<file path="src/rtl/core/md5_pkg.sv">
// ----------------------------------------------------------------------------
// MD5 message digest package
// Shared types, round constants and helper functions for the MD5 unit.
// ----------------------------------------------------------------------------
package md5_pkg;

    localparam logic [31:0] INIT_A = 32'h67452301;
    localparam logic [31:0] INIT_B = 32'hefcdab89;
    localparam logic [31:0] INIT_C = 32'h98badcfe;
    localparam logic [31:0] INIT_D = 32'h10325476;

    localparam logic [7:0]  PAD_BYTE      = 8'h80;
    localparam int unsigned ROUNDS        = 64;
    localparam int unsigned BLOCK_WORDS   = 16;
    localparam logic [3:0]  LEN_LO_WORD   = 4'd14;
    localparam logic [3:0]  LEN_HI_WORD   = 4'd15;
    localparam logic [5:0]  CARRY_STD     = 6'd55;
    localparam logic [5:0]  CARRY_COMPAT  = 6'd56;
    localparam logic [5:0]  LAST_ROUND    = 6'(ROUNDS - 1);
    localparam logic [1:0]  LAST_DIGEST   = 2'd3;

    localparam logic [31:0] K_TABLE [ROUNDS] = '{
        32'hd76aa478, 32'he8c7b756, 32'h242070db, 32'hc1bdceee,
        32'hf57c0faf, 32'h4787c62a, 32'ha8304613, 32'hfd469501,
        32'h698098d8, 32'h8b44f7af, 32'hffff5bb1, 32'h895cd7be,
        32'h6b901122, 32'hfd987193, 32'ha679438e, 32'h49b40821,
        32'hf61e2562, 32'hc040b340, 32'h265e5a51, 32'he9b6c7aa,
        32'hd62f105d, 32'h02441453, 32'hd8a1e681, 32'he7d3fbc8,
        32'h21e1cde6, 32'hc33707d6, 32'hf4d50d87, 32'h455a14ed,
        32'ha9e3e905, 32'hfcefa3f8, 32'h676f02d9, 32'h8d2a4c8a,
        32'hfffa3942, 32'h8771f681, 32'h6d9d6122, 32'hfde5380c,
        32'ha4beea44, 32'h4bdecfa9, 32'hf6bb4b60, 32'hbebfbc70,
        32'h289b7ec6, 32'heaa127fa, 32'hd4ef3085, 32'h04881d05,
        32'hd9d4d039, 32'he6db99e5, 32'h1fa27cf8, 32'hc4ac5665,
        32'hf4292244, 32'h432aff97, 32'hab9423a7, 32'hfc93a039,
        32'h655b59c3, 32'h8f0ccc92, 32'hffeff47d, 32'h85845dd1,
        32'h6fa87e4f, 32'hfe2ce6e0, 32'ha3014314, 32'h4e0811a1,
        32'hf7537e82, 32'hbd3af235, 32'h2ad7d2bb, 32'heb86d391
    };

    localparam logic [4:0] ROT_TABLE [16] = '{
        5'd7, 5'd12, 5'd17, 5'd22, 5'd5, 5'd9, 5'd14, 5'd20,
        5'd4, 5'd11, 5'd16, 5'd23, 5'd6, 5'd10, 5'd15, 5'd21
    };

    typedef enum logic [2:0] {
        ST_IDLE,
        ST_PREP,
        ST_ROUND,
        ST_UPDATE,
        ST_PAD_SEL,
        ST_OUT
    } md5_state_t;

    typedef enum logic [1:0] {
        BLK_DATA,
        BLK_PAD_ONLY,
        BLK_PAD_LEN,
        BLK_LEN_ONLY
    } blk_kind_t;

    typedef struct packed {
        logic       accept;
        logic       load_work;
        logic       do_round;
        logic [5:0] round_idx;
        logic [5:0] kw_idx;
        blk_kind_t  kind;
        logic       update;
        logic       finish;
        logic [1:0] out_idx;
    } md5_cmd_t;

    typedef struct packed {
        logic compress_due;
        logic two_blocks;
    } md5_status_t;

    function automatic logic [3:0] md5_g(input logic [5:0] idx);
        logic [3:0] lo;
        logic [3:0] res;
        lo = idx[3:0];
        case (idx[5:4])
            2'd0:    res = lo;
            2'd1:    res = 4'(5 * lo + 1);
            2'd2:    res = 4'(3 * lo + 5);
            default: res = 4'(7 * lo);
        endcase
        return res;
    endfunction

    function automatic logic [31:0] md5_rotl(input logic [31:0] x, input logic [4:0] s);
        logic [63:0] t;
        t = {x, x} << s;
        return t[63:32];
    endfunction

endpackage

</file>
<file path="src/rtl/core/md5_datapath.sv">
// ----------------------------------------------------------------------------
// MD5 datapath
// Block buffer, byte counter, chaining words, round registers and padding.
// ----------------------------------------------------------------------------
module md5_datapath
(
    input  logic                 clk,
    input  logic                 rst_n,
    input  md5_pkg::md5_cmd_t    cmd,
    input  logic                 compat_mode,
    input  logic [31:0]          data_word,
    input  logic [2:0]           bytes_valid,
    input  logic                 last_item,
    output md5_pkg::md5_status_t status,
    output logic [31:0]          digest_word
);

    logic [31:0] blkbuf_reg [md5_pkg::BLOCK_WORDS];
    logic [28:0] count_reg;
    logic [28:0] count_next;
    logic [31:0] chain_reg [4];
    logic [31:0] work_reg [4];
    logic [31:0] kw_reg;
    logic [31:0] kw_next;

    logic [2:0]  nbytes;
    logic [31:0] keep;
    logic [3:0]  widx;
    logic [3:0]  g;
    logic [5:0]  remain;
    logic        hit_word;
    logic        in_data;
    logic [31:0] word_sel;
    logic [31:0] bit_len;
    logic [31:0] f_val;
    logic [31:0] sum_val;
    logic [31:0] new_b;
    logic [4:0]  rot;

    always_comb
    begin
        if (!last_item)
        begin
            nbytes = 3'd4;
        end
        else if (bytes_valid > 3'd4)
        begin
            nbytes = 3'd4;
        end
        else
        begin
            nbytes = bytes_valid;
        end
        case (nbytes)
            3'd0:    keep = 32'h0000_0000;
            3'd1:    keep = 32'h0000_00ff;
            3'd2:    keep = 32'h0000_ffff;
            3'd3:    keep = 32'h00ff_ffff;
            default: keep = 32'hffff_ffff;
        endcase
        widx       = count_reg[5:2];
        count_next = count_reg + 29'(nbytes);
    end

    assign status.compress_due = (nbytes != 3'd0) && (count_next[5:0] == 6'd0);
    assign remain              = count_reg[5:0];
    assign status.two_blocks   = compat_mode ? (remain > md5_pkg::CARRY_COMPAT)
                                             : (remain > md5_pkg::CARRY_STD);
    assign bit_len             = {count_reg, 3'b000};

    // Message word for the round being prefetched, with padding applied.
    always_comb
    begin
        g        = md5_pkg::md5_g(cmd.kw_idx);
        hit_word = (g == remain[5:2]);
        in_data  = (g < remain[5:2]) || (hit_word && (remain[1:0] != 2'd0));
        word_sel = 32'h0;
        case (cmd.kind) inside
            md5_pkg::BLK_DATA:
            begin
                word_sel = blkbuf_reg[g];
            end
            md5_pkg::BLK_PAD_ONLY, md5_pkg::BLK_PAD_LEN:
            begin
                if (in_data)
                begin
                    word_sel = blkbuf_reg[g];
                end
                if (hit_word)
                begin
                    word_sel = word_sel
                             | ({24'h0, md5_pkg::PAD_BYTE} << {remain[1:0], 3'b000});
                end
            end
            default:
            begin
                word_sel = 32'h0;
            end
        endcase
        if ((cmd.kind == md5_pkg::BLK_PAD_LEN) || (cmd.kind == md5_pkg::BLK_LEN_ONLY))
        begin
            if (g == md5_pkg::LEN_LO_WORD)
            begin
                word_sel = bit_len;
            end
            else if (g == md5_pkg::LEN_HI_WORD)
            begin
                word_sel = 32'h0;
            end
        end
        kw_next = md5_pkg::K_TABLE[cmd.kw_idx] + word_sel;
    end

    always_comb
    begin
        case (cmd.round_idx[5:4])
            2'd0:    f_val = (work_reg[1] & work_reg[2]) | (~work_reg[1] & work_reg[3]);
            2'd1:    f_val = (work_reg[1] & work_reg[3]) | (work_reg[2] & ~work_reg[3]);
            2'd2:    f_val = work_reg[1] ^ work_reg[2] ^ work_reg[3];
            default: f_val = work_reg[2] ^ (work_reg[1] | ~work_reg[3]);
        endcase
        rot     = md5_pkg::ROT_TABLE[{cmd.round_idx[5:4], cmd.round_idx[1:0]}];
        sum_val = work_reg[0] + f_val + kw_reg;
        new_b   = work_reg[1] + md5_pkg::md5_rotl(sum_val, rot);
    end

    always_ff @(posedge clk)
    begin
        if (cmd.accept && (nbytes != 3'd0))
        begin
            blkbuf_reg[widx] <= data_word & keep;
        end
        if (cmd.load_work || cmd.do_round)
        begin
            kw_reg <= kw_next;
        end
        if (cmd.load_work)
        begin
            work_reg <= chain_reg;
        end
        else if (cmd.do_round)
        begin
            work_reg[0] <= work_reg[3];
            work_reg[1] <= new_b;
            work_reg[2] <= work_reg[1];
            work_reg[3] <= work_reg[2];
        end
    end

    always_ff @(posedge clk or negedge rst_n)
    begin
        if (!rst_n)
        begin
            count_reg    <= '0;
            chain_reg[0] <= md5_pkg::INIT_A;
            chain_reg[1] <= md5_pkg::INIT_B;
            chain_reg[2] <= md5_pkg::INIT_C;
            chain_reg[3] <= md5_pkg::INIT_D;
        end
        else if (cmd.finish)
        begin
            count_reg    <= '0;
            chain_reg[0] <= md5_pkg::INIT_A;
            chain_reg[1] <= md5_pkg::INIT_B;
            chain_reg[2] <= md5_pkg::INIT_C;
            chain_reg[3] <= md5_pkg::INIT_D;
        end
        else
        begin
            if (cmd.accept)
            begin
                count_reg <= count_next;
            end
            if (cmd.update)
            begin
                for (int i = 0; i < 4; i++)
                begin
                    chain_reg[i] <= chain_reg[i] + work_reg[i];
                end
            end
        end
    end

    assign digest_word = chain_reg[cmd.out_idx];

endmodule

</file>
<file path="src/rtl/core/md5_ctrl.sv">
// ----------------------------------------------------------------------------
// MD5 controller
// Sequences word intake, compressions, final padding and digest output.
// ----------------------------------------------------------------------------
module md5_ctrl
(
    input  logic                 clk,
    input  logic                 rst_n,
    input  logic                 msg_valid,
    input  logic                 last_item,
    input  logic                 dig_stall,
    input  md5_pkg::md5_status_t status,
    output logic                 msg_stall,
    output logic                 dig_valid,
    output logic [1:0]           word_index,
    output logic                 last_word,
    output md5_pkg::md5_cmd_t    cmd
);

    md5_pkg::md5_state_t state_reg;
    md5_pkg::md5_state_t state_next;
    md5_pkg::blk_kind_t  kind_reg;
    md5_pkg::blk_kind_t  kind_next;
    logic [5:0]          round_reg;
    logic [5:0]          round_next;
    logic                last_pend_reg;
    logic                last_pend_next;
    logic [1:0]          out_idx_reg;
    logic [1:0]          out_idx_next;

    always_ff @(posedge clk or negedge rst_n)
    begin
        if (!rst_n)
        begin
            state_reg     <= md5_pkg::ST_IDLE;
            kind_reg      <= md5_pkg::BLK_DATA;
            round_reg     <= '0;
            last_pend_reg <= 1'b0;
            out_idx_reg   <= '0;
        end
        else
        begin
            state_reg     <= state_next;
            kind_reg      <= kind_next;
            round_reg     <= round_next;
            last_pend_reg <= last_pend_next;
            out_idx_reg   <= out_idx_next;
        end
    end

    always_comb
    begin
        state_next     = state_reg;
        kind_next      = kind_reg;
        round_next     = round_reg;
        last_pend_next = last_pend_reg;
        out_idx_next   = out_idx_reg;
        unique case (state_reg)
            md5_pkg::ST_IDLE:
            begin
                if (msg_valid)
                begin
                    if (status.compress_due)
                    begin
                        state_next     = md5_pkg::ST_PREP;
                        kind_next      = md5_pkg::BLK_DATA;
                        last_pend_next = last_item;
                    end
                    else if (last_item)
                    begin
                        state_next = md5_pkg::ST_PAD_SEL;
                    end
                end
            end
            md5_pkg::ST_PREP:
            begin
                state_next = md5_pkg::ST_ROUND;
                round_next = '0;
            end
            md5_pkg::ST_ROUND:
            begin
                round_next = round_reg + 6'd1;
                if (round_reg == md5_pkg::LAST_ROUND)
                begin
                    state_next = md5_pkg::ST_UPDATE;
                end
            end
            md5_pkg::ST_UPDATE:
            begin
                unique case (kind_reg)
                    md5_pkg::BLK_DATA:
                    begin
                        state_next = last_pend_reg ? md5_pkg::ST_PAD_SEL : md5_pkg::ST_IDLE;
                    end
                    md5_pkg::BLK_PAD_ONLY:
                    begin
                        state_next = md5_pkg::ST_PREP;
                        kind_next  = md5_pkg::BLK_LEN_ONLY;
                    end
                    default:
                    begin
                        state_next   = md5_pkg::ST_OUT;
                        out_idx_next = '0;
                    end
                endcase
            end
            md5_pkg::ST_PAD_SEL:
            begin
                state_next = md5_pkg::ST_PREP;
                kind_next  = status.two_blocks ? md5_pkg::BLK_PAD_ONLY : md5_pkg::BLK_PAD_LEN;
            end
            md5_pkg::ST_OUT:
            begin
                if (!dig_stall)
                begin
                    out_idx_next = out_idx_reg + 2'd1;
                    if (out_idx_reg == md5_pkg::LAST_DIGEST)
                    begin
                        state_next = md5_pkg::ST_IDLE;
                    end
                end
            end
            default:
            begin
                state_next = md5_pkg::ST_IDLE;
            end
        endcase
    end

    always_comb
    begin
        msg_stall     = (state_reg != md5_pkg::ST_IDLE);
        dig_valid     = (state_reg == md5_pkg::ST_OUT);
        word_index    = out_idx_reg;
        last_word     = (out_idx_reg == md5_pkg::LAST_DIGEST);
        cmd.accept    = (state_reg == md5_pkg::ST_IDLE) && msg_valid;
        cmd.load_work = (state_reg == md5_pkg::ST_PREP);
        cmd.do_round  = (state_reg == md5_pkg::ST_ROUND);
        cmd.round_idx = round_reg;
        cmd.kw_idx    = (state_reg == md5_pkg::ST_ROUND) ? (round_reg + 6'd1) : 6'd0;
        cmd.kind      = kind_reg;
        cmd.update    = (state_reg == md5_pkg::ST_UPDATE);
        cmd.finish    = (state_reg == md5_pkg::ST_OUT) && !dig_stall
                      && (out_idx_reg == md5_pkg::LAST_DIGEST);
        cmd.out_idx   = out_idx_reg;
    end

`ifndef SYNTHESIS
    assert property (@(posedge clk) disable iff (!rst_n) dig_valid |-> msg_stall)
        else $error("message transfer possible while digest is pending");

    assert property (@(posedge clk) disable iff (!rst_n)
        $fell(dig_valid) |-> $past(last_word && !dig_stall))
        else $error("digest output ended before the final word transfer");

    assert property (@(posedge clk) disable iff (!rst_n)
        (state_reg == md5_pkg::ST_PREP) |=>
            ((state_reg == md5_pkg::ST_ROUND) && (round_reg == 6'd0)))
        else $error("compression did not start at round zero");

    assert property (@(posedge clk) disable iff (!rst_n)
        ((state_reg == md5_pkg::ST_UPDATE) && (kind_reg == md5_pkg::BLK_PAD_ONLY)) |=>
            ((state_reg == md5_pkg::ST_PREP) && (kind_reg == md5_pkg::BLK_LEN_ONLY)))
        else $error("carry block not followed by length block");
`endif

endmodule

</file>
<file path="src/rtl/core/md5_message_digest_unit.sv">
// ----------------------------------------------------------------------------
// MD5 message digest unit
// Hashes a stream of little-endian message words and emits the 128-bit digest.
// ----------------------------------------------------------------------------
// A word that does not complete a 64-byte block is taken without a stall.
// A word that completes a block stalls the input while the block is compressed
// (load, 64 rounds of the single round unit, chaining add).
// A last word adds one or two padding compressions, plus a state to choose the
// padding, then four digest transfers.
// Reset restores the initial chaining values, clears the byte count and mode.
module md5_message_digest_unit
(
    input  logic        clk,
    input  logic        rst_n,
    input  logic        msg_valid,
    output logic        msg_stall,
    input  logic [31:0] data_word,
    input  logic [2:0]  bytes_valid,
    input  logic        last_item,
    output logic        dig_valid,
    input  logic        dig_stall,
    output logic [31:0] digest_word,
    output logic [1:0]  word_index,
    output logic        last_word,
    input  logic        psel,
    input  logic        penable,
    input  logic        pwrite,
    input  logic [2:0]  paddr,
    input  logic [31:0] pwdata,
    output logic [31:0] prdata,
    output logic        pready
);

    md5_pkg::md5_cmd_t    cmd;
    md5_pkg::md5_status_t status;
    logic                 compat_reg;
    logic                 sel_compat;

    assign pready     = 1'b1;
    assign sel_compat = (paddr[2] == 1'b0);
    assign prdata     = sel_compat ? {31'h0, compat_reg} : 32'h0;

    always_ff @(posedge clk or negedge rst_n)
    begin
        if (!rst_n)
        begin
            compat_reg <= 1'b0;
        end
        else if (psel && penable && pwrite && pready && sel_compat)
        begin
            compat_reg <= pwdata[0];
        end
    end

    md5_ctrl u_ctrl
    (
        .clk        (clk),
        .rst_n      (rst_n),
        .msg_valid  (msg_valid),
        .last_item  (last_item),
        .dig_stall  (dig_stall),
        .status     (status),
        .msg_stall  (msg_stall),
        .dig_valid  (dig_valid),
        .word_index (word_index),
        .last_word  (last_word),
        .cmd        (cmd)
    );

    md5_datapath u_datapath
    (
        .clk         (clk),
        .rst_n       (rst_n),
        .cmd         (cmd),
        .compat_mode (compat_reg),
        .data_word   (data_word),
        .bytes_valid (bytes_valid),
        .last_item   (last_item),
        .status      (status),
        .digest_word (digest_word)
    );

endmodule
</file>
<file path="config.mk">
export PLATFORM = sky130hd
export DESIGN_NAME = md5_message_digest_unit
export DESIGN_NICKNAME = d
export VERILOG_FILES = /design/src/rtl/core/md5_pkg.sv /design/src/rtl/core/md5_datapath.sv /design/src/rtl/core/md5_ctrl.sv /design/src/rtl/core/md5_message_digest_unit.sv
export SDC_FILE = /design/constraint.sdc
export NUM_CORES = 2
export LEC_CHECK = 0
export BUFFER_PORTS_ARGS = -buffer_cell sky130_fd_sc_hd__buf_2
export CAP_MARGIN = 40
export CORE_ASPECT_RATIO = 1.5
export CORE_MARGIN = 10
export CORE_UTILIZATION = 26
export CTS_CLUSTER_DIAMETER = 120
export CTS_CLUSTER_SIZE = 14
export DETAILED_ROUTE_END_ITERATION = 8
export SLEW_MARGIN = 20
export SYNTH_ARGS = -nofsm -noshare
export SYNTH_HDL_FRONTEND = slang
export SYNTH_SLANG_ARGS = --single-unit
</file>
<file path="constraint.sdc">
create_clock -name clk -period 14.64 [get_ports clk]
set_input_delay 0.732 -clock clk [delete_from_list [all_inputs] [get_ports clk]]
set_output_delay 0.732 -clock clk [all_outputs]
set_load 0.05 [all_outputs]
</file>
==> summary.md <==
| Metric | Value |
|---|---|
| Status | `finished clean` |
| Fin nets | `around 6100` |
| Largest net degree at the start of global routing | `around 130` |
| Final setup fails | `0` |
| Post-synth top area share | `0.371` |
| Clock slew at reported path FFs | `around 0.07 ns` |
| Syn avg cell area | `9.43 um^2` |
| Slowest-stage cell, CP | `ha_1` |
| DR iter-0 viols | `between 4000 and 5000` |
| Layout cell share with drive strength beyond 1 | `0.0853` |
| Worst setup SP type | `flop` |
| Leakage | `approximately 23 nW` |
| Post-synth top area cell | `edfxtp_1` |
| Hold_buf cts | `0` |
| Most frequent cells in the layout | `nand2_1, edfxtp_1, a21oi_1` |
| Top cells by area, synth | `edfxtp_1, nand2_1, ha_1` |
| Initial Util | `0.261` |
| Number of setup buffers added after CTS | `0` |
| Post-Syn Area | `54400 um^2` |
| Detail Route Antenna Nets | `0` |
| Layout Skew | `between 0.04 and 0.05 ns` |
| Largest register FFs | `512` |
| Initial antenna violation count | `8` |
| Slew of the pin with the lowest slew margin | `~0.9 ns` |
| Synth unique cells | `about 100` |
| Power share of the clock group | `0.419` |
| Row Count | `205` |
| Max VDD drop | `a little under 0.08 mV` |
| Sequential share of the synthesized area | `0.452` |
| Vias | `between 40000 and 50000` |
| Post-cts gate resize count | `0` |
| RSZ-0062 raised after global routing | `false` |
| Vias in the first global route | `between 40000 and 50000` |
| Drt via density | `around 5.3` |
| Overall global routing resource usage | `0.158` |
| Worst Path Arrival | `roughly 11 ns` |
| Final setup TNS | `0 ns` |
| Final Hold Viols | `0` |
| Max Cap Violations | `0` |
| Syn Inst Count | `~5800` |
| Sw Ratio | `0.225` |
| WL/cell | `around 22 um` |
| Cell Count, Final, Fillers Out | `between 8000 and 9000` |
| Root Buffer | `clkbuf_16` |
| CTS tree | `yes` |
| Internal power | `3.56 mW` |
| Final min period | `between 10 and 15 ns` |
| Final period util | `0.693` |
| Clk Latency, worst-skew pair | `roughly 0.7 ns` |
| DP Cell Count | `between 8000 and 9000` |
| Die area | `228000 um^2` |
| Global route total overflow | `0` |
| CTS Sinks | `between 800 and 900` |
| Area of the core | `between 200000 and 250000 um^2` |
| CTS Buf Count | `72` |
| Final Max Tran Viols | `0` |
| Worst slew margin | `0.400` |
| WS Path Type | `reg2reg` |
| Drt total wl | `~190000 um` |
| DRC | `0` |
| Number of flops mapped to enable cells by yosys | `approximately 670` |
| Comb power frac | `0.017` |
| Ys async rst share | `0.204` |
| Post-synth top flop | `edfxtp_1` |
| Placed inst area | `just under 60000 um^2` |
| Hpwl dp | `approximately 130000 um` |
| Most used cell, CP | `a21oi_1` |
| Gp weighted congestion | `around 0.94` |
| First-pass GRT wire length | `~280000 um` |
| Cell Pwr Density | `around 76 nW/um^2` |
| Vert. Die Dim | `580 um` |
| Switching Power | `1.03 mW` |
| Max clock buf depth | `3` |
| CP peak stage delay | `~0.57 ns` |
| Hold WC Path Type | `in2async` |
| FMAX | `roughly 99 MHz` |
| Area added between synthesis and finish | `11.0%` |
| Register bit total from synthesis | `844` |
| Most common cell after layout, fill and taps aside | `nand2_1` |
| Port bufs | `82` |
| Initial DRT Pass Iterations | `6` |
| Flop pwr share | `0.564` |
| DIE WIDTH | `393 um` |
| # IOs | `between 100 and 150` |
| Critical path required time | `around 15 ns` |
| Design Area, Final | `between 60000 and 70000 um^2` |
| Synth warnings | `0` |
| CTS H-tree depth | `3` |
| Crit-path max FO | `21` |
| Fill cells | `between 20000 and 25000` |
| CP endpoint kind | `flop` |
## metal layers
metal  part of all wire  global-route usage  wire length, um
met1               0.39               0.185            73400
met2               0.50               0.278            94500
met3              0.058              0.0224            11000
met4              0.056              0.0832            10600
met5            0.00018                   0               34
## synthesized netlist by cell type, types with 42 or more instances
cell and number:
nor3_1 149, fa_1 43, buf_4 43, inv_1 245, xnor2_1 143, dfstp_2 64, edfxtp_1 672, nor2b_1 42
xor2_1 101, and3_1 120, o21ai_0 329, ha_1 262, nand3_1 271, nand2_1 1108, o21a_1 43, a31oi_1 55
o22ai_1 51, mux2i_1 55, a311o_1 51, nor2_1 326, clkbuf_1 215, dfrtp_1 108, a21oi_1 364, a211oi_1 56
a21o_1 96, buf_2 60, a311oi_1 78
## power groups by stage
stage | clock (mW) | combinational, mW | sequential (mW)
2_1_floorplan | 0 | 0.0453 | 2.64
3_3_place_gp | 0 | 0.0728 | 2.64
3_5_place_dp | 0 | 0.0782 | 2.64
4_1_cts | 1.96 | 0.0782 | 2.59
5_1_grt | 2.05 | 0.0864 | 2.59
6_report | 1.92 | 0.0796 | 2.59
## worst paths after layout
check	startpoint	end	slack, ns	cells past startpoint
max in group asynchronous	rst_n	u_datapath.chain_reg[34]	13.52	3
hold reg to reg	u_datapath.chain_reg[95]	u_datapath.chain_reg[95]	0.49	2
setup reg to reg	u_ctrl.round_reg[0]	u_datapath.kw_reg[30]	4.49	37
min in group clk	msg_valid	u_ctrl.state_reg[0]	0.36	3
hold / removal	rst_n	u_datapath.chain_reg[29]	0.02	1
setup / recovery	u_ctrl.round_reg[0]	u_datapath.kw_reg[30]	4.49	37
## critical path: cells and delay by family, from the launching register on
family	cells	cell delay (ns)
AO/OA/AOI/OAI	16	3.46
XOR/XNOR	1	0.10
adder cells (fa/ha/maj)	5	2.17
buffers and inverters	9	2.35
flip-flops	1	0.38
AND/OR/NAND/NOR	6	1.37
## metrics by stage
stage	setup WS, ns	hold slack, ns	util	total power [mW]
global placement	4.23	0.467	0.278	2.71
detailed placement	4.72	0.471	0.279	2.72
floorplan	6.56	0.436	-	2.69
finish	4.49	0.0188	0.290	4.59
CTS	4.65	0.0331	0.290	4.62
global route	4.08	0.0502	0.290	4.72
## logic make-up (layout without fill, tap and decap cells)
kind of cell	after synthesis	in the layout	share of synthesized area
adder cells (fa/ha/maj)	306	306	0.0763
flip-flops	844	844	0.452
AND/OR/NAND/NOR	2189	2189	0.178
multiplexers	113	113	0.0294
XOR/XNOR	245	245	0.0396
other	2	35	0.000138
buffers and inverters	613	594	0.0472
AO/OA/AOI/OAI	1455	1455	0.178
## cell type report
class	instances	area, um^2	area share
clock inverter	12	173	0.00286
tap	2794	3500	0.0579
antenna	3	7.51	0.000124
sequential	844	24600	0.407
inverter	252	961	0.0159
clock buffer	121	2010	0.0333
timing repair buffer	209	1540	0.0255
multi-input combinational	4340	27600	0.457
No activity file was read; power rests on OpenSTA's default activity.
